`src/rtl/bsa_pkg.sv`:
```
`default_nettype none

package bsa_pkg;

  localparam logic [31:0] WindowReset = 32'h1000_0000;
  localparam logic [31:0] IoMask      = ~32'h3;
  localparam logic [31:0] MemMask     = ~32'hF;
  localparam logic [2:0]  TypeBits    = 3'h6;
  localparam logic [2:0]  TypeWide    = 3'h4;

  typedef struct packed {
    logic [31:0] probe_value;
    logic        new_device;
  } probe_item_t;

  typedef struct packed {
    logic [2:0]  slot;
    logic        empty_slot;
    logic        is_io;
    logic        is_wide;
    logic [31:0] region_size;
    logic [63:0] bar_address;
    logic        address_valid;
    logic [2:0]  next_slot;
  } result_item_t;

  typedef struct packed {
    logic        new_device;
    logic        empty;
    logic        is_io;
    logic        is_wide;
    logic        size_nz;
    logic [31:0] size;
    logic [31:0] size_m1;
  } decode_t;

endpackage

`default_nettype wire

```
`src/rtl/bsa_decode.sv`:
```
`default_nettype none

module bsa_decode (
  input  wire logic                clk_i,
  input  wire logic                rst_ni,
  input  wire logic                in_valid_i,
  output      logic                in_stall_o,
  input  wire bsa_pkg::probe_item_t in_item_i,
  input  wire logic                advance_i,
  output      logic                dec_valid_o,
  output      bsa_pkg::decode_t    dec_o
);

  logic             valid_q;
  bsa_pkg::decode_t dec_q, dec_d;
  logic [31:0]      mask;
  logic             io;

  assign in_stall_o = valid_q && !advance_i;

  always_comb begin
    io   = in_item_i.probe_value[0];
    mask = io ? (in_item_i.probe_value & bsa_pkg::IoMask)
              : (in_item_i.probe_value & bsa_pkg::MemMask);
    dec_d.new_device = in_item_i.new_device;
    dec_d.empty      = (in_item_i.probe_value == 32'h0);
    dec_d.is_io      = io;
    dec_d.is_wide    = !io && ((in_item_i.probe_value[2:0] & bsa_pkg::TypeBits)
                               == bsa_pkg::TypeWide);
    dec_d.size_m1    = ~mask;
    dec_d.size       = ~mask + 32'h1;
    dec_d.size_nz    = (mask != 32'h0);
  end

  always_ff @(posedge clk_i or negedge rst_ni) begin
    if (!rst_ni) begin
      valid_q <= 1'b0;
    end else if (!in_stall_o) begin
      valid_q <= in_valid_i;
    end
  end

  always_ff @(posedge clk_i) begin
    if (!in_stall_o && in_valid_i) begin
      dec_q <= dec_d;
    end
  end

  assign dec_valid_o = valid_q;
  assign dec_o       = dec_q;

endmodule

`default_nettype wire

```
`src/rtl/bsa_alloc.sv`:
```
`default_nettype none

module bsa_alloc #(
  parameter int unsigned BAR_SLOTS = 6
) (
  input  wire logic                 clk_i,
  input  wire logic                 rst_ni,
  input  wire logic                 cfg_we_i,
  input  wire logic [31:0]          cfg_data_i,
  input  wire logic                 dec_valid_i,
  input  wire bsa_pkg::decode_t     dec_i,
  output      logic                 advance_o,
  output      logic                 out_valid_o,
  input  wire logic                 out_stall_i,
  output      bsa_pkg::result_item_t out_item_o
);

  localparam logic [2:0] SlotsW = 3'(BAR_SLOTS);

  logic                  res_valid_q;
  bsa_pkg::result_item_t res_q, res_d;
  logic [63:0]           ptr_q, ptr_d;
  logic [2:0]            slot_q, slot_d;
  logic [2:0]            slot;
  logic [3:0]            sum;
  logic [63:0]           aligned;
  logic                  fire;

  assign advance_o = !res_valid_q || !out_stall_i;
  assign fire      = dec_valid_i && advance_o;

  always_comb begin
    slot    = dec_i.new_device ? 3'd0 : slot_q;
    res_d   = '0;
    ptr_d   = ptr_q;
    aligned = (ptr_q + {32'h0, dec_i.size_m1}) & ~{32'h0, dec_i.size_m1};
    sum     = {1'b0, slot} + ((!dec_i.empty && dec_i.is_wide) ? 4'd2 : 4'd1);
    if (slot >= SlotsW) begin
      res_d.slot      = SlotsW;
      res_d.next_slot = SlotsW;
    end else begin
      res_d.slot      = slot;
      res_d.next_slot = (sum > {1'b0, SlotsW}) ? SlotsW : sum[2:0];
      if (dec_i.empty) begin
        res_d.empty_slot = 1'b1;
      end else begin
        res_d.is_io       = dec_i.is_io;
        res_d.is_wide     = dec_i.is_wide;
        res_d.region_size = dec_i.size;
        if (!dec_i.is_io && dec_i.size_nz) begin
          res_d.bar_address   = aligned;
          res_d.address_valid = 1'b1;
          ptr_d               = aligned + {32'h0, dec_i.size};
        end
      end
    end
    slot_d = res_d.next_slot;
  end

  always_ff @(posedge clk_i or negedge rst_ni) begin
    if (!rst_ni) begin
      res_valid_q <= 1'b0;
      ptr_q       <= {32'h0, bsa_pkg::WindowReset};
      slot_q      <= 3'd0;
    end else begin
      if (advance_o) begin
        res_valid_q <= dec_valid_i;
      end
      if (cfg_we_i) begin
        ptr_q <= {32'h0, cfg_data_i};
      end else if (fire) begin
        ptr_q <= ptr_d;
      end
      if (fire) begin
        slot_q <= slot_d;
      end
    end
  end

  always_ff @(posedge clk_i) begin
    if (fire) begin
      res_q <= res_d;
    end
  end

  assign out_valid_o = res_valid_q;
  assign out_item_o  = res_q;

endmodule

`default_nettype wire

```
`src/rtl/pcie_bar_size_allocator_core.sv`:
```
// bar sizing and aligned allocation
// in channel: in_valid_i / in_stall_o carry one probe item (read-back bar
//   value and a first-bar-of-device flag); taken when valid and not stall
// out channel: out_valid_o / out_stall_i carry one result item per probe:
//   slot, decoded type, size, allocated address and the next slot
// cfg channel: cfg_valid_i / cfg_ready_o write the window base, which also
//   reloads the allocation pointer; ready is always high
// path: a probe passes through two register stages, the decode register and
//   then the result register
// throughput: one item per cycle while out_stall_i is low; the pointer and slot
//   counter update in the allocation stage, set by the align-and-bump adder
// reset: pointer loads 0x1000_0000, slot counter clears, no item in flight
// stall: a held result freezes the allocation stage; one decoded item waits
//   in the input register and in_stall_o rises only once that is full
`default_nettype none

module pcie_bar_size_allocator_core #(
  parameter int unsigned BAR_SLOTS = 6
) (
  input  wire logic                  clk_i,
  input  wire logic                  rst_ni,
  input  wire logic                  cfg_valid_i,
  output      logic                  cfg_ready_o,
  input  wire logic [31:0]           cfg_data_i,
  input  wire logic                  in_valid_i,
  output      logic                  in_stall_o,
  input  wire bsa_pkg::probe_item_t  in_item_i,
  output      logic                  out_valid_o,
  input  wire logic                  out_stall_i,
  output      bsa_pkg::result_item_t out_item_o
);

  logic             dec_valid;
  logic             advance;
  bsa_pkg::decode_t dec;

  assign cfg_ready_o = 1'b1;

  bsa_decode u_decode (
    .clk_i       (clk_i),
    .rst_ni      (rst_ni),
    .in_valid_i  (in_valid_i),
    .in_stall_o  (in_stall_o),
    .in_item_i   (in_item_i),
    .advance_i   (advance),
    .dec_valid_o (dec_valid),
    .dec_o       (dec)
  );

  bsa_alloc #(
    .BAR_SLOTS (BAR_SLOTS)
  ) u_alloc (
    .clk_i       (clk_i),
    .rst_ni      (rst_ni),
    .cfg_we_i    (cfg_valid_i && cfg_ready_o),
    .cfg_data_i  (cfg_data_i),
    .dec_valid_i (dec_valid),
    .dec_i       (dec),
    .advance_o   (advance),
    .out_valid_o (out_valid_o),
    .out_stall_i (out_stall_i),
    .out_item_o  (out_item_o)
  );

endmodule

`default_nettype wire
```
`config.mk`:
```
export PLATFORM = sky130hd
export DESIGN_NAME = pcie_bar_size_allocator_core
export DESIGN_NICKNAME = d
export VERILOG_FILES = /design/src/rtl/bsa_pkg.sv /design/src/rtl/bsa_decode.sv /design/src/rtl/bsa_alloc.sv /design/src/rtl/pcie_bar_size_allocator_core.sv
export SDC_FILE = /design/constraint.sdc
export NUM_CORES = 1
export LEC_CHECK = 0
export BUFFER_PORTS_ARGS = -buffer_cell sky130_fd_sc_hd__clkbuf_2
export CAP_MARGIN = 10
export CORE_ASPECT_RATIO = 0.9
export CORE_UTILIZATION = 64
export DETAILED_ROUTE_END_ITERATION = 10
export PLACE_DENSITY = 0.86
export SLEW_MARGIN = 20
export SYNTH_ARGS = -nofsm -noshare
export SYNTH_HDL_FRONTEND = slang
export SYNTH_HIERARCHICAL = 1
export SYNTH_SLANG_ARGS = --single-unit
```
`constraint.sdc`:
```
create_clock -name clk_i -period 8.3 [get_ports clk_i]
set_input_delay 2.49 -clock clk_i [delete_from_list [all_inputs] [get_ports clk_i]]
set_output_delay 2.49 -clock clk_i [all_outputs]
set_load 0.005 [all_outputs]
```
After elaboration in Yosys (flattened, before gate mapping). Cells that the tools add are included.

Register bits after elaboration: 244. Bits in latches: 0. Memory bits (writable): 0. Memory bits (read-only): 0. Bits of input ports: 70. Output and inout port bits: 109. Word-level logic and storage cells: 65. Memories: 0.

Add/subtract/negate cells: 4. $mul: 0. Div/mod/pow operators: 0. Magnitude comparators: 2. Equality and inequality tests: 3. Shifts and indexed selects: 0. Mux-type cells: 12. Bitwise gates (word level): 4. Reductions and logical operators: 21.

Operators by type and width (number): 64-bit two-way mux (5); 64-bit by 32-bit adder with 64-bit output (2); 64-bit AND (1); 32-bit inverter with 64-bit output (1); 32-bit by 1-bit adder with 32-bit output (second input constant) (1); 32-bit logical NOT (1); 32-bit inverter (1); 32-bit nonzero test (1); 3-bit two-way mux (3); 1-bit logical NOT (7); 1-bit logical AND (6); 3-bit by 4-bit adder with 4-bit output (1); 4-bit by 3-bit greater-than comparator with 1-bit output (second input constant) (1); 4-bit two-way mux (1); 2-bit != test (second input constant) (2); 4-bit AND reduction (1); 2-bit nonzero test (2); 3-bit greater-or-equal comparator (second input constant) (1); 3-bit OR reduction (1); 2-bit equality test (second input constant) (1); 1-bit two-way mux (2); 2-bit two-way mux (1); 2-bit OR reduction (1); 1-bit logical OR (1); 1-bit inverter (1).

Logic depth before layout (Yosys ltp).
Word-level depth: 8. Gate-level depth with buffers: 24. Mapped depth without buffers: 22.

Cells and area by module. The synthesis kept the hierarchy.

Modules (own cells, without submodules): bsa_alloc (instances 1, cells an instance 1413, area an instance 12627.1 sq um, seq. area each 4885.9 sq um); bsa_decode (instances 1, cells an instance 183, area an instance 2680.1 sq um, seq. area each 1976.9 sq um); pcie_bar_size_allocator_core (instances 1, cells an instance 2, area an instance 11.3 sq um, seq. area each 0.0 sq um).

Worst setup path after synthesis. No wires, ideal clock.

Path kind: input to register. Start point: in out_stall_i. End point: reg u_alloc.ptr_q[43]. Library setup time: 128 ps. Arrival: 7609 ps. Required time: 8172 ps. Path slack: 563 ps. Cell stages on the path: 7. Path buffers: 1. Path through: nand2_1 and2_1 clkbuf_1 nand2_1 or4_1 o31ai_2 mux2_1.

Cells in the longest elaborated chain, start to end: 5.

RTL lines: start, declared (line pcie_bar_size_allocator_core.sv:29) `input wire logic out_stall_i,`; 1-bit logical NOT (line bsa_alloc.sv:29) `assign advance_o = !res_valid_q || !out_stall_i;`; 1-bit logical OR (line bsa_alloc.sv:29); 1-bit logical AND (line bsa_alloc.sv:30) `assign fire = dec_valid_i && advance_o;`; net u_alloc.fire (line bsa_alloc.sv:27) `logic fire;`; 2-bit nonzero test (no source line); 4-bit AND reduction (no source line); end signal, assigned (line bsa_alloc.sv:63) `ptr_q <= {32'h0, bsa_pkg::WindowReset};`; end signal, assigned (line bsa_alloc.sv:70) `ptr_q <= {32'h0, cfg_data_i};`; end signal, assigned (line bsa_alloc.sv:72) `ptr_q <= ptr_d;`; end, declared (line bsa_alloc.sv:22) `logic [63:0] ptr_q, ptr_d;`.

The timed path passes the listed nets, and every way through them passes these cells. A chain may end at the register's enable or synchronous reset.

Final worst setup path.
Start point: reg u_alloc.ptr_q[0]. End point: reg u_alloc.ptr_q[53].

Cells in the longest elaborated chain, start to end: 8.

RTL lines: 64-bit by 32-bit adder with 64-bit output (line bsa_alloc.sv:36) `aligned = (ptr_q + {32'h0, dec_i.size_m1}) & ~{32'h0, dec_i.size_m1};`; 64-bit AND (line bsa_alloc.sv:36); net u_alloc.aligned[12] (line bsa_alloc.sv:26) `logic [63:0] aligned;`; 64-bit by 32-bit adder with 64-bit output (line bsa_alloc.sv:53) `ptr_d = aligned + {32'h0, dec_i.size};`; 64-bit two-way mux (line bsa_alloc.sv:50) `if (!dec_i.is_io && dec_i.size_nz) begin`; 64-bit two-way mux (line bsa_alloc.sv:44) `if (dec_i.empty) begin`; 64-bit two-way mux (line bsa_alloc.sv:38) `if (slot >= SlotsW) begin`; 64-bit two-way mux (line bsa_alloc.sv:71) `end else if (fire) begin`; 64-bit two-way mux (line bsa_alloc.sv:69) `if (cfg_we_i) begin`.

The timed path passes the listed nets, and every way through them passes these cells. The select of a mux whose other input is x is not followed.

==> impl_metrics.py <==
metrics = {
    "power_and_ir_drop": {
        "vdd_drop_max_mv": 0.2169,
        "power_density_nw_per_um2": 209.5,
        "power_leakage_nw": 6.955,
    },
    "synthesis": {
        "synth_cells": 1598,
        "yosysSeqAreaShare": 0.4480,
        "yosys_warnings": 6,
        "synth_cell_types": 95,
        "ys_async_sr_fraction": 0.2875,
        "synth_area_per_cell_um2": 9.586,
        "synth.largest_area_cell": "edfxtp_1",
        "synthFlopType": "edfxtp_1",
        "yosysTopAreaCellShare": 0.3352,
        "syn-cell-area_um2": 15320,
        "synth_edf_count": 171,
        "ys_seq_elements": 240,
        "synth.top_cells.by_area": "edfxtp_1 (34%), dfrtp_1 (11%), ha_1 (5.4%)",
    },
    "die": {
        "die-area_um2": 24560,
        "core_um2": 23410,
        "rows": 53,
        "fp.dieH_um": 148.8,
        "ios": 179,
        "start_util": 0.6544,
        "die_x_um": 165.1,
    },
    "timing": {
        "worst_pin_slew_ns": 0.9874,
        "slew_headroom": 0.3393,
        "whs_ns": 0.5002,
        "finalSetupViolations": 0,
        "finClkSkew_ns": 0.01983,
        "rsz0062_at_grt": "false",
        "slew_violations": 0,
        "min_period_ns": 6.548,
        "hold_viol": 0,
        "fin_ws_ns": 1.752,
        "final.setup.tns_ns": 0,
        "fin_crit_sh": 0.7889,
        "clock.fmax_ghz": 0.1527,
    },
    "global_routing": {
        "globalRouteOverflowTotal": 0,
        "grt_max_degree": 70,
        "grt_pass1_vias": 12867,
        "grtUsageTotal": 0.3556,
        "antenna_found_initial": 0,
        "grt_first_pass_wirelength_um": 67530,
    },
    "routing": {
        "drc": 0,
        "routed_wl_um": 43600,
        "first_pass_iters": 5,
        "vias_per_cell": 6.535,
        "drtIter0Drc": 1366,
        "ant_nets": 0,
        "num_vias": 13489,
        "wl_per_cell_um": 21.12,
    },
    "clock_tree": {
        "cts_hold_repair.buffers": 0,
        "htreeDepth": 1,
        "cts_resized": 0,
        "cts_tree": "done",
        "root_buffer": "clkbuf_16",
        "clock-sinks": 240,
        "postCtsSetupRepairBufs": 0,
        "cts_buffer_depth": 3,
        "insertion_delay_ns": 0.54,
        "clk_pin_slew_ns": 0.07,
        "cts_buffers": 24,
    },
    "place": {
        "hpwl_um": 31860,
        "pre_cts_ws_ns": 1.927,
        "place_congestion": 0.9792,
        "placed_area_um2": 16360,
        "io_buffers": 177,
    },
    "setup_path": {
        "cp_max_fo": 16,
        "crit_type": "flop to flop",
        "endpoint_kind": "flop",
        "cp_slowest_cell": "or4b_1",
        "cpPeakStageDelay_ns": 0.91,
        "crit_chain": "nand2_1, fa_1, nand2b_1, a211oi_4, nor2_1, o31ai_1, a21o_1, a21oi_1, xnor2_1, nor2b_1, ha_1, nand4_1, a2111oi_2, a22oi_1, a211oi_2, o31a_1, a311o_2, nand4_2, or4b_1, o32ai_1, mux2_1",
        "crit_arrival_ns": 6.96,
        "worstPathRequired_ns": 8.71,
        "ff2ff_path_depth": 21,
        "start_kind": "flop",
    },
    "job": {
        "max_cap_viol_count": 0,
    },
    "finish": {
        "area_growth_pct": 12.18,
        "postLayoutCellArea_um2": 17180,
        "layout-drive-gt1-share": 0.1623,
        "mostFrequentLayoutCells": "clkbuf_2 (176), edfxtp_1 (171), nor2_1 (143)",
        "diodes": 0,
        "final_core_util": 0.7341,
        "fin_nets": 1883,
        "layout_commonest_cell": "clkbuf_2",
    },
    "worst_hold_path": {
        "holdCritPathClass": "flop to flop",
        "hold_depth": 1,
    },
    "outcome": {
        "status": "finished clean",
    },
}
metrics by stage:
| stage | power, mW | instances |
|---|---|---|
| 3_5_place_dp | 2.480 | 2019 |
| 2_1_floorplan | 2.187 | 1600 |
| 3_3_place_gp | 2.451 | 2019 |
| 4_1_cts | 3.577 | 2063 |
| 6_report | 3.599 | 2064 |
| 5_1_grt | 3.748 | 2064 |
Yosys cell counts, drive strengths merged (9+ instances only):
library cell and number:
o211ai 17, ha 66, and2 82, nor3 42, a21oi 127, o21ai 100
nand4 36, or2 9, inv 59, and3 26, nor3b 10, a21o 23
dfrtp 68, xnor2 74, mux2 12, buf 31, edfxtp 171, clkbuf 41
xor2 40, a31oi 14, o311ai 10, nor2b 28, nand2b 12, or4 9
a211oi 16, or3 18, nand3 45, nand2 140, nor4 19, o21a 11
nor2 146
final timing paths:
path / start / endpoint / slack (ns)
max in group asynchronous: rst_ni / u_alloc/ptr_q[35] / 5.73
max: u_alloc/ptr_q[0] / u_alloc/ptr_q[53] / 1.75
max reg2reg: u_alloc/ptr_q[0] / u_alloc/ptr_q[53] / 1.75
min reg2reg: u_decode/dec_valid_o / u_alloc/out_valid_o / 0.50
min: u_decode/dec_valid_o / u_alloc/out_valid_o / 0.50
min in group asynchronous: rst_ni / u_alloc/ptr_q[14] / 1.95
report_power, final:
| part | internal (mW) | switching, mW | leakage [nW] |
|---|---|---|---|
| Combinational | 0.389 | 0.645 | 4.00 |
| Clock | 0.639 | 0.462 | 0.389 |
| Sequential | 1.41 | 0.0520 | 2.57 |
metal layers:
metal  global-route usage  wire [um]
met1               0.4938      17740
met5                    0          0
met2               0.5592      20080
met4               0.1266       1452
met3              0.06366       4323
cell families after synthesis:
group / share of synthesized area
AO/OA/AOI/OAI: 0.1597
XOR/XNOR: 0.06665
adder cells (fa/ha/maj): 0.05783
buffers and inverters: 0.03594
flip-flops: 0.4480
multiplexers: 0.01078
other: 0.0007351
AND/OR/NAND/NOR: 0.2204
sequential cells by signal, indices dropped and copies added (netlist names):
signal                flops
u_alloc/out_valid_o       1
u_alloc/ptr_q            64
u_decode/dec_o           65
u_decode/dec_valid_o      1
u_alloc/slot_q            3
u_alloc/out_item_o      106
cell type report:
cell class | instances | area [um2]
Sequential cell | 240 | 6863
Tap cell | 302 | 377.9
Clock inverter | 10 | 100.1
Inverter | 60 | 225.2
Timing Repair Buffer | 190 | 1003
Multi-Input combinational cell | 1228 | 7925
Clock buffer | 34 | 689.4
Fill cell | 1708 | 6225
worst max-delay path: cells and delay by family (launching register included):
kind,cells,cell delay [ns]
AND/OR/NAND/NOR,7,1.85
XOR/XNOR,1,0.14
AO/OA/AOI/OAI,10,2.87
flip-flops,1,0.41
multiplexers,1,0.36
adder cells (fa/ha/maj),2,0.79
No activity file was read; power rests on OpenSTA's default activity.
